==> src/hdl/nipd_pkg.sv <==
package nipd_pkg;

   localparam logic [1:0] ACTION_EDGE = 2'd0;
   localparam logic [1:0] ACTION_TICK = 2'd1;
   localparam logic [1:0] ACTION_SCAN = 2'd2;

   localparam logic [15:0] ZERO_LO   = 16'd300;
   localparam logic [15:0] ZERO_HI   = 16'd800;
   localparam logic [15:0] ONE_LO    = 16'd1400;
   localparam logic [15:0] ONE_HI    = 16'd1800;
   localparam logic [15:0] REPEAT_LO = 16'd2200;
   localparam logic [15:0] REPEAT_HI = 16'd2600;
   localparam logic [15:0] LEADER_LO = 16'd4200;
   localparam logic [15:0] LEADER_HI = 16'd4700;

   localparam logic [3:0] OVF_LIMIT = 4'd14;

   typedef struct packed {
      logic [1:0]  action;
      logic [15:0] pulse_time;
   } req_payload_type;

   typedef struct packed {
      logic [7:0]  key_code;
      logic [15:0] repeat_count;
      logic        next_polarity;
      logic        in_frame;
   } rsp_payload_type;

   function automatic logic in_band(input logic [15:0] t, input logic [15:0] lo,
                                    input logic [15:0] hi);
      in_band = (t > lo) && (t < hi);
   endfunction

endpackage

==> src/hdl/nipd_req_if.sv <==
interface nipd_req_if;
   logic                     valid;
   logic                     ready;
   nipd_pkg::req_payload_type payload;

   modport source (output valid, output payload, input ready);
   modport sink   (input valid, input payload, output ready);
endinterface

==> src/hdl/nipd_rsp_if.sv <==
interface nipd_rsp_if;
   logic                     valid;
   logic                     ready;
   nipd_pkg::rsp_payload_type payload;

   modport source (output valid, output payload, input ready);
   modport sink   (input valid, input payload, output ready);
endinterface

==> src/hdl/nec_ir_pulse_decoder.sv <==
// NEC IR pulse decoder.
// Each result is registered in a 2-entry output buffer that absorbs one stalled result.
// Throughput: 1 request per cycle while that buffer is not full (req ready drops when full).
// Reset: synchronous, active high; decoder state returns to idle, polarity expects rising.
module nec_ir_pulse_decoder (
   input  logic       clock,
   input  logic       reset,
   nipd_req_if.sink   req_chan,
   nipd_rsp_if.source rsp_chan
);
   import nipd_pkg::*;

   logic            take;
   logic            space;
   rsp_payload_type result;

   assign req_chan.ready = space;
   assign take           = req_chan.valid && space;

   nipd_core u_core (
      .clock    (clock),
      .reset    (reset),
      .take     (take),
      .req_data (req_chan.payload),
      .rsp_data (result)
   );

   nipd_out_buf u_out_buf (
      .clock     (clock),
      .reset     (reset),
      .push      (take),
      .push_data (result),
      .space     (space),
      .rsp_chan  (rsp_chan)
   );

endmodule

==> src/hdl/nipd_core.sv <==
module nipd_core (
   input  logic                      clock,
   input  logic                      reset,
   input  logic                      take,
   input  nipd_pkg::req_payload_type req_data,
   output nipd_pkg::rsp_payload_type rsp_data
);
   import nipd_pkg::*;

   logic        expect_rising_ff, expect_rising_in;
   logic        frame_active_ff, frame_active_in;
   logic        key_ready_ff, key_ready_in;
   logic        high_seen_ff, high_seen_in;
   logic [3:0]  overflow_count_ff, overflow_count_in;
   logic [31:0] code_shift_ff, code_shift_in;
   logic [15:0] repeats_ff, repeats_in;
   logic [7:0]  key;
   logic [7:0]  cmd;
   logic        key_valid;

   assign cmd       = code_shift_ff[15:8];
   assign key_valid = (code_shift_ff[31:24] == 8'h00) && (code_shift_ff[23:16] == 8'hFF)
                      && (cmd == ~code_shift_ff[7:0]);

   always_comb begin
      expect_rising_in  = expect_rising_ff;
      frame_active_in   = frame_active_ff;
      key_ready_in      = key_ready_ff;
      high_seen_in      = high_seen_ff;
      overflow_count_in = overflow_count_ff;
      code_shift_in     = code_shift_ff;
      repeats_in        = repeats_ff;
      key               = 8'h00;
      case (req_data.action)
         ACTION_EDGE: begin
            if (expect_rising_ff) begin
               expect_rising_in = 1'b0;
               high_seen_in     = 1'b1;
            end else begin
               expect_rising_in = 1'b1;
               high_seen_in     = 1'b0;
               if (high_seen_ff) begin
                  if (frame_active_ff) begin
                     if (in_band(req_data.pulse_time, ZERO_LO, ZERO_HI)) begin
                        code_shift_in = {code_shift_ff[30:0], 1'b0};
                     end else if (in_band(req_data.pulse_time, ONE_LO, ONE_HI)) begin
                        code_shift_in = {code_shift_ff[30:0], 1'b1};
                     end else if (in_band(req_data.pulse_time, REPEAT_LO, REPEAT_HI)) begin
                        repeats_in        = repeats_ff + 16'd1;
                        overflow_count_in = 4'd0;
                     end
                  end else if (in_band(req_data.pulse_time, LEADER_LO, LEADER_HI)) begin
                     frame_active_in = 1'b1;
                     repeats_in      = 16'd0;
                  end
               end
            end
         end
         ACTION_TICK: begin
            if (frame_active_ff) begin
               high_seen_in = 1'b0;
               if (overflow_count_ff != 4'd0) begin
                  key_ready_in = 1'b1;
               end
               if (overflow_count_ff < OVF_LIMIT) begin
                  overflow_count_in = overflow_count_ff + 4'd1;
               end else begin
                  frame_active_in   = 1'b0;
                  overflow_count_in = 4'd0;
               end
            end
         end
         ACTION_SCAN: begin
            if (key_ready_ff) begin
               key = key_valid ? cmd : 8'h00;
               if ((key == 8'h00) || !frame_active_ff) begin
                  key_ready_in = 1'b0;
                  repeats_in   = 16'd0;
               end
            end
         end
         default: begin
         end
      endcase
   end

   assign rsp_data.key_code      = key;
   assign rsp_data.repeat_count  = repeats_in;
   assign rsp_data.next_polarity = expect_rising_in;
   assign rsp_data.in_frame      = frame_active_in;

   always_ff @(posedge clock) begin
      if (reset) begin
         expect_rising_ff  <= 1'b1;
         frame_active_ff   <= 1'b0;
         key_ready_ff      <= 1'b0;
         high_seen_ff      <= 1'b0;
         overflow_count_ff <= 4'd0;
         code_shift_ff     <= 32'd0;
         repeats_ff        <= 16'd0;
      end else if (take) begin
         expect_rising_ff  <= expect_rising_in;
         frame_active_ff   <= frame_active_in;
         key_ready_ff      <= key_ready_in;
         high_seen_ff      <= high_seen_in;
         overflow_count_ff <= overflow_count_in;
         code_shift_ff     <= code_shift_in;
         repeats_ff        <= repeats_in;
      end
   end

endmodule

==> src/hdl/nipd_out_buf.sv <==
module nipd_out_buf (
   input  logic                      clock,
   input  logic                      reset,
   input  logic                      push,
   input  nipd_pkg::rsp_payload_type push_data,
   output logic                      space,
   nipd_rsp_if.source                rsp_chan
);
   import nipd_pkg::*;

   logic            main_valid_ff, main_valid_in;
   logic            skid_valid_ff, skid_valid_in;
   rsp_payload_type main_ff, main_in;
   rsp_payload_type skid_ff, skid_in;
   logic            pop;

   assign pop   = main_valid_ff && rsp_chan.ready;
   assign space = !skid_valid_ff;

   always_comb begin
      main_valid_in = main_valid_ff;
      skid_valid_in = skid_valid_ff;
      main_in       = main_ff;
      skid_in       = skid_ff;
      if (pop) begin
         if (skid_valid_ff) begin
            main_in       = skid_ff;
            skid_valid_in = 1'b0;
         end else begin
            main_in       = push_data;
            main_valid_in = push;
         end
      end else if (push) begin
         if (!main_valid_ff) begin
            main_in       = push_data;
            main_valid_in = 1'b1;
         end else begin
            skid_in       = push_data;
            skid_valid_in = 1'b1;
         end
      end
   end

   always_ff @(posedge clock) begin
      if (reset) begin
         main_valid_ff <= 1'b0;
         skid_valid_ff <= 1'b0;
      end else begin
         main_valid_ff <= main_valid_in;
         skid_valid_ff <= skid_valid_in;
      end
      main_ff <= main_in;
      skid_ff <= skid_in;
   end

   assign rsp_chan.valid   = main_valid_ff;
   assign rsp_chan.payload = main_ff;

endmodule
==> src/flat_wrapper.sv <==
// flat-port wrapper written by rule: the top's interface ports become plain ports
module nec_ir_pulse_decoder_flat import nipd_pkg::*;
  (clock, reset, req_chan_valid, req_chan_payload, req_chan_ready, rsp_chan_valid, rsp_chan_payload, rsp_chan_ready);
  nipd_req_if req_chan_i ();
  nipd_rsp_if rsp_chan_i ();
  input  logic clock;
  input  logic reset;
  input wire logic [$bits(req_chan_i.valid)-1:0] req_chan_valid;
  input wire logic [$bits(req_chan_i.payload)-1:0] req_chan_payload;
  output wire logic [$bits(req_chan_i.ready)-1:0] req_chan_ready;
  output wire logic [$bits(rsp_chan_i.valid)-1:0] rsp_chan_valid;
  output wire logic [$bits(rsp_chan_i.payload)-1:0] rsp_chan_payload;
  input wire logic [$bits(rsp_chan_i.ready)-1:0] rsp_chan_ready;
  assign req_chan_i.valid = req_chan_valid;
  assign req_chan_i.payload = req_chan_payload;
  assign req_chan_ready = req_chan_i.ready;
  assign rsp_chan_valid = rsp_chan_i.valid;
  assign rsp_chan_payload = rsp_chan_i.payload;
  assign rsp_chan_i.ready = rsp_chan_ready;
  nec_ir_pulse_decoder u_core (.clock(clock), .reset(reset), .req_chan(req_chan_i), .rsp_chan(rsp_chan_i));
endmodule
==> config.mk <==
export PLATFORM = sky130hd
export DESIGN_NAME = nec_ir_pulse_decoder_flat
export DESIGN_NICKNAME = d
export VERILOG_FILES = /design/src/hdl/nipd_pkg.sv /design/src/hdl/nipd_req_if.sv /design/src/hdl/nipd_rsp_if.sv /design/src/hdl/nec_ir_pulse_decoder.sv /design/src/hdl/nipd_core.sv /design/src/hdl/nipd_out_buf.sv /design/src/flat_wrapper.sv
export SDC_FILE = /design/constraint.sdc
export NUM_CORES = 1
export LEC_CHECK = 0
export ABC_CLOCK_PERIOD_IN_PS = 3900
export BUFFER_PORTS_ARGS = -buffer_cell sky130_fd_sc_hd__buf_4
export CORE_MARGIN = 2
export CORE_UTILIZATION = 60
export DETAILED_ROUTE_END_ITERATION = 10
export PLACE_DENSITY = 0.9
export SLEW_MARGIN = 20
export SYNTH_ARGS = -nofsm -noshare
export SYNTH_HDL_FRONTEND = slang
export SYNTH_SLANG_ARGS = --single-unit
==> constraint.sdc <==
create_clock -name clock -period 3.9 [get_ports clock]
set_input_delay 0.78 -clock clock [delete_from_list [all_inputs] [get_ports clock]]
set_output_delay 0.78 -clock clock [all_outputs]
set_load 0.02 [all_outputs]
# Word level (Yosys, flattened, before mapping)
# Cells that the tools add are included.
# classes
addsub	2
magnitude_cmp	9
n_eq_ne	14
mux	48
bitwise	3
n_reduce_logical	28
# op_table
cell	n
$mux 16	9
$mux 26	4
$mux 32	2
$mux 4	8
$pmux 16 s2	1
$mux 8	3
$ne 2x2->1 const B	9
$mux 1	17
$add 16x1->16 const B	1
$gt 16x11->1 const B	1
$gt 16x12->1 const B	1
$gt 16x13->1 const B	1
$gt 16x9->1 const B	1
$logic_not 8->1	2
$lt 16x10->1 const B	1
$lt 16x11->1 const B	1
$lt 16x12->1 const B	1
$lt 16x13->1 const B	1
$reduce_and 9->1	1
$eq 8x8->1	1
$eq 8x8->1 const B	1
$logic_and 1x1->1	8
$not 8->8	1
$pmux 4 s2	1
17 further kinds	27
# totals
regBits	110
input_bits	22
output_inout_bits	28
wordCells	121

# Longest topological paths before layout
# Gate-level depths: netlist (run 1).
# depth
ltp_word	12
depth_mapped	9
depth_no_buf	8

# Hierarchy
# From an unflattened synthesis (run 1), not the netlist that was laid out.
# hier_totals
hier_cells	520
area_unflattened_um2	5715.5
# by_module_without_submodules
mod	n_inst	cells_per_inst	area_per_inst_um2	seq_area_each_um2
nipd_core	1	428	3653.5	1121.1
nipd_out_buf	1	91	2055.7	1601.5
nec_ir_pulse_decoder	1	1	6.3	0.0

# Worst setup path before layout (run 1)
# No wires, ideal clock.
# synth_path
kind	input -> register
from	in req_chan_valid
to	reg u_core.u_out_buf.main_ff, in the netlist u_core.u_out_buf.rsp_chan.payload[0], enable pin
setup_time_ns	0.445
arrival_time_ns	2.955
t_required_ns	3.455
setup_slack_ns	0.500
path_stages	3
path_buffers	1
path_cell_list	nand2b_1 > clkbuf_1 > o21ai_0
# synth_between
elab_chain_cells	3
# synth_rtl
item	line_no	rtl
start, declared	flat_wrapper.sv:8	input wire logic [$bits(req_chan_i.valid)-1:0] req_chan_valid;
$logic_and 1x1->1	nec_ir_pulse_decoder.sv:18	assign take = req_chan.valid && space;
$reduce_bool 2->1 (no source line)	--	
$reduce_and 2->1 (no source line)	--	
end signal, assigned	nipd_out_buf.sv:52	main_ff <= main_in;
end, declared	nipd_out_buf.sv:13	rsp_payload_type main_ff, main_in;
# Every way passes these cells.
# A chain may end at the register's enable or synchronous reset.

==> results of run 1 <==
==> final timing paths <==
check	startpoint	to	depth (start not counted)
worst min register to register	u_core.u_core.code_shift_ff[31]$_SDFFE_PP0P_	u_core.u_core.code_shift_ff[31]$_SDFFE_PP0P_	2
worst max register to register	u_core.u_core.repeats_ff[0]$_SDFFE_PP0P_	u_core.u_out_buf.rsp_chan.payload[16]$_DFFE_PP_	7
worst min-delay path	u_core.u_core.code_shift_ff[31]$_SDFFE_PP0P_	u_core.u_core.code_shift_ff[31]$_SDFFE_PP0P_	2
worst max-delay path	u_core.u_core.repeats_ff[0]$_SDFFE_PP0P_	u_core.u_out_buf.rsp_chan.payload[16]$_DFFE_PP_	7
==> registers in the layout, summed over array words and instances, names as in the netlist <==
name                               count
u_core.u_out_buf.rsp_chan.payload     26
u_core.u_core.high_seen_ff             1
u_core.u_core.frame_active_ff          1
u_core.u_out_buf.rsp_chan.valid        1
u_core.u_core.key_ready_ff             1
u_core.u_core.code_shift_ff           32
u_core.u_core.expect_rising_ff         1
u_core.u_core.repeats_ff              16
u_core.u_core.overflow_count_ff        4
u_core.u_out_buf.skid_valid_ff         1
u_core.u_out_buf.skid_ff              26
==> logic make-up after synthesis <==
logic type,Yosys count,synth area share (%)
simple gates,230,21.8
compound gates,132,17.1
flops,110,48.0
buf+inv,50,3.71
mux,40,7.26
xor+xnor,8,1.24
fa+ha+maj,4,0.882
==> Yosys cell counts (2+ instances only) <==
master	n
nand3b_1	2
a31oi_1	17
nor3_1	15
a22oi_1	4
o21ai_0	21
and2_1	13
nor4b_1	2
nand4_1	6
a211o_1	2
clkbuf_1	16
or3_1	3
a211oi_1	14
nor2b_1	5
nor4_2	3
nor4_1	13
a211oi_2	7
nand2b_1	35
a21oi_2	2
or4_1	2
buf_2	9
a2111oi_4	2
and3_1	7
o31ai_1	9
inv_1	22
xnor2_1	8
o21a_1	2
dfxtp_1	58
nand2_1	52
edfxtp_1	52
mux2_2	9
nor2_1	40
a41o_1	2
mux2i_1	31
or2_1	2
ha_1	4
a311oi_1	2
nand4b_1	4
nand3_1	18
a311oi_2	2
a21oi_1	30
a32oi_1	4
==> routing by layer <==
metal	up-vias	wire length, um
li1	2220	-
met1	2236	5490
met2	221	6460
met3	38	866
met4	0	311
met5	-	0
==> power by group through the flow <==
stage / sequential [mW] / clock, mW / combinational (mW)
after floorplan: 1.31 / 0 / 0.0879
after global placement: 1.28 / 0 / 0.202
after detailed placement: 1.28 / 0 / 0.206
after CTS: 1.26 / 0.698 / 0.206
after global routing: 1.26 / 0.739 / 0.222
final: 1.26 / 0.689 / 0.208
==> placed cells by master, fill, tap and decap left out, types with 20 or more instances in the layout <==
| cell | count |
|---|---|
| buf_4 | 58 |
| dfxtp_1 | 58 |
| nand2_1 | 52 |
| edfxtp_1 | 52 |
| nor2_1 | 40 |
| nand2b_1 | 35 |
| mux2i_1 | 31 |
| a21oi_1 | 30 |
| inv_1 | 22 |
| o21ai_0 | 20 |
==> worst reg2reg max path, stage by stage, from the launching register on <==
cell,delay (ps)
dfxtp_1,470
ha_1,360
nand3_1,230
nor4_1,790
and3_1,340
a211oi_1,110
o21ai_0,290
a31oi_1,150
==> through the flow <==
stage                     setup WS, ps  utilization (%)
after floorplan                    500                -
after global placement             833             66.6
after detailed placement           649             66.6
after CTS                          971             68.7
after global routing               642             68.7
final                              902             68.7
==> cell type report <==
class | count | area (um^2)
clock buffers | 11 | 153
clock inverters | 5 | 47.5
fillers | 702 | 2870
inverters | 22 | 82.6
multi-input cells | 414 | 2740
flip-flops and latches | 110 | 2720
well taps | 111 | 139
repair buffers | 58 | 435
==> reports/results.tsv, run 1 <==
metric	value	unit
cts_tree	done	
maxCapViolations	0	
slew-limit-headroom	42.2	%
wirelength	13100	um
cts_sinks	110	
syn_inst	574	
syn_nets	600	
place_inst	715	
syn_area	5670	um^2
end_kind	flop	
finalCritPeriodShare	76.9	%
yosys_register_bits	110	
grt_antenna_before_repair	0	
path_class	reg2reg	
seqPwrFrac	58.3	%
p_per_area	340	nW/um^2
placed_area	6120	um^2
setup_violations	0	
swShare	25.7	%
numCtsBuffers	9	
antenna_left	0	
fin_setup_tns	0	ps
ys_types	64	
via_count	4715	
vias_per_cell	6.45	
post_synth.cell_area_avg	9.88	um^2
p_total	2.15	mW
grt_max_degree	62	
worst_pin_slew	859	ps
dp_hpwl	9350	um
drtIter0Drc	419	
cp-start-kind	flop	
leakage	2.11	nW
grt_pass1_vias	4544	
ys_seq_area_share	48.0	%
grt_overflow	0	
clock_skew	21.6	ps
drc	0	
wl_per_cell	18.0	um
cp.buffers_inverters	0	
yosysWarnings	0	
gp_congestion	0.915	
nNetsFinal	641	
fmax	334	MHz
core	9200	um^2
slew_viol_final	0	
start_util	61.7	%
async_reset_ff_share	0	%
crit_slowest_cell	nor4_1	
design_area	6320	um^2
cp_top_family	simple AND/OR/NAND/NOR gates	
grt_pass1_wl	21600	um
max_stage_delay	790	ps
p_int	1.60	mW
port_buffers	49	
grt_usage	26.6	%
synth_top_area_share	27.5	%
vdd_drop_max	0.248	mV
netSwitchingPower	0.554	mW
rows	35	
root_buffer	clkbuf_8	
cp.arrival	3110	ps
yosys-top-cells-area	edfxtp_1 28%, dfxtp_1 20%, mux2i_1 5.5%, nand2b_1 3.9%, nand2_1 3.4%	
crit_chain	ha_1, nand3_1, nor4_1, and3_1, a211oi_1, o21ai_0, a31oi_1	
r2r_slack	900	ps
ioPinCount	50	
cts_resized	0	
h-tree-depth	3	
worst_ep_required_time	4010	ps
drtPass1Iterations	5	
synth_largest_area_cell	edfxtp_1	
layout-drive-gt1-share	17.1	%
area_delta_synth_final	11.5	%
die_area	10200	um^2
p_comb_share	9.6	%
clock_power_share	32.0	%
num_antenna_cells	0	
cts.clk_slew.worst_paths	110	ps
ys.flop_type	dfxtp_1	
cts_setup_buffers	0	
ctsHoldBuffers	0	
fin_cells	731	
die_x	101	um
synth-edff-count	52	
outcome	completed	
period_needed	3000	ps
worst_skew_pair.late_latency	380	ps
path_max_fanout	7	
fin_hold_ws	486	ps
gr-usage-met1	33.7	%
die_height	101	um
hold_violations	0	
rsz0062_at_grt	false	
worstHoldPathType	reg2reg	
grtUsageMet2	44.2	%
busiest_layer	met2	
grtUsageMet3	6.14	%
clockBufferDepth	2	
No activity file was read; power rests on OpenSTA's default activity.
==> run 2: changes to the inputs <==
Settings changed: ABC_CLOCK_PERIOD_IN_PS 3900 to 2800.
Clock period 3.9 ns to 2.8 ns, I/O delays scaled along.
==> reports/results.tsv, run 2 (synthesis results as in run 1) <==
metric	value	unit
worst_pin_slew	807	ps
fmax	375	MHz
port_buffers	49	
finalCritPeriodShare	95.2	%
via_count	4873	
placed_area	6380	um^2
drtPass1Iterations	5	
rows	35	
cts_sinks	110	
start_util	61.7	%
path_max_fanout	11	
ioPinCount	50	
drc	0	
final_common_cell	buf_4	
numCtsBuffers	9	
grt_overflow	0	
p_per_area	462	nW/um^2
die_x	101	um
nNetsFinal	673	
utilization	71.7	%
vias_per_cell	6.39	
grt_pass1_wl	22600	um
cts.clk_slew.worst_paths	110	ps
die_height	101	um
gp_congestion	0.934	
layout_common_cells	89 x buf_4, 58 x dfxtp_1, 52 x nand2_1, 52 x edfxtp_1, 40 x nor2_1	
dp_hpwl	9880	um
drtIter0Drc	497	
worst_skew_pair.late_latency	390	ps
fin_hold_ws	379	ps
clockBufferDepth	2	
h-tree-depth	3	
end_kind	flop	
cp.arrival	2920	ps
wirelength	13800	um
core	9200	um^2
cp-start-kind	flop	
antenna_left	0	
crit_chain	or4b_1, nor4_1, a41oi_1, nand2_1, a2bb2oi_1, mux2_2	
setup_violations	0	
num_antenna_cells	0	
outcome	completed	
ctsHoldBuffers	0	
top_register	u_core.u_core.code_shift_ff	
cts_setup_buffers	0	
vdd_drop_max	0.341	mV
wl_per_cell	18.0	um
maxCapViolations	0	
rsz0062_at_grt	false	
p_total	3.05	mW
cp.buffers_inverters	0	
largest_register_ffs	32	
pre_cts_slack	-66.7	ps
area_delta_synth_final	16.2	%
grt_max_degree	62	
cp_top_family	simple AND/OR/NAND/NOR gates	
slew-limit-headroom	46.1	%
grt_pass1_vias	4745	
worst_slack	134	ps
worstHoldPathType	in2reg	
worst_ep_required_time	3060	ps
fin_setup_tns	0	ps
layout-drive-gt1-share	21.3	%
crit_slowest_cell	or4b_1	
design_area	6590	um^2
fin_cells	763	
slew_viol_final	0	
path_class	reg2reg	
die_area	10200	um^2
grt_antenna_before_repair	0	
max_stage_delay	530	ps
place_inst	747	
leakage	2.28	nW
cts_resized	0	
cts_tree	done	
period_needed	2670	ps
clock_skew	18.7	ps
root_buffer	clkbuf_8	
grt_usage	27.9	%
hold_violations	0	
## run 2: changes by cell type in the layout (fill, tap and decap cells not counted), sizes merged
| cell | change |
|---|---|
| buf | +32 |
| clkinvlp | -1 |
| clkbuf | -1 |
| clkinv | +2 |
## run 2: final timing paths
kind / from / end / slack, ps / cells after the start
setup / recovery: u_core.u_core.code_shift_ff[25]$_SDFFE_PP0P_ / u_core.u_out_buf.rsp_chan.payload[10]$_DFFE_PP_ / 130 / 6
hold / removal: rsp_chan_ready / u_core.u_out_buf.skid_valid_ff$_SDFFE_PP0P_ / 380 / 2
setup reg to reg: u_core.u_core.code_shift_ff[25]$_SDFFE_PP0P_ / u_core.u_out_buf.rsp_chan.payload[10]$_DFFE_PP_ / 130 / 6
hold reg to reg: u_core.u_core.code_shift_ff[31]$_SDFFE_PP0P_ / u_core.u_core.code_shift_ff[31]$_SDFFE_PP0P_ / 500 / 2
## run 2: power by group
part	leakage, nW	internal [mW]	switching [mW]
clock	0.107	0.398	0.588
combinational	1.22	0.121	0.193
sequential	0.953	1.73	0.0194
## run 2: layout make-up
cell class	count	area (um^2)
Clock inverter	6	58.8
Multi-Input combinational cell	414	2750
Tap cell	111	139
Timing Repair Buffer	90	688
Fill cell	659	2610
Inverter	22	82.6
Clock buffer	10	149
Sequential cell	110	2720
## run 2: per-layer routing
metal	up-vias	wire [um]	global-route usage, %
li1	2296	-	-
met1	2331	5770	35.6
met2	198	6740	47.3
met3	48	876	4.76
met4	0	366	11.3
met5	-	0	0
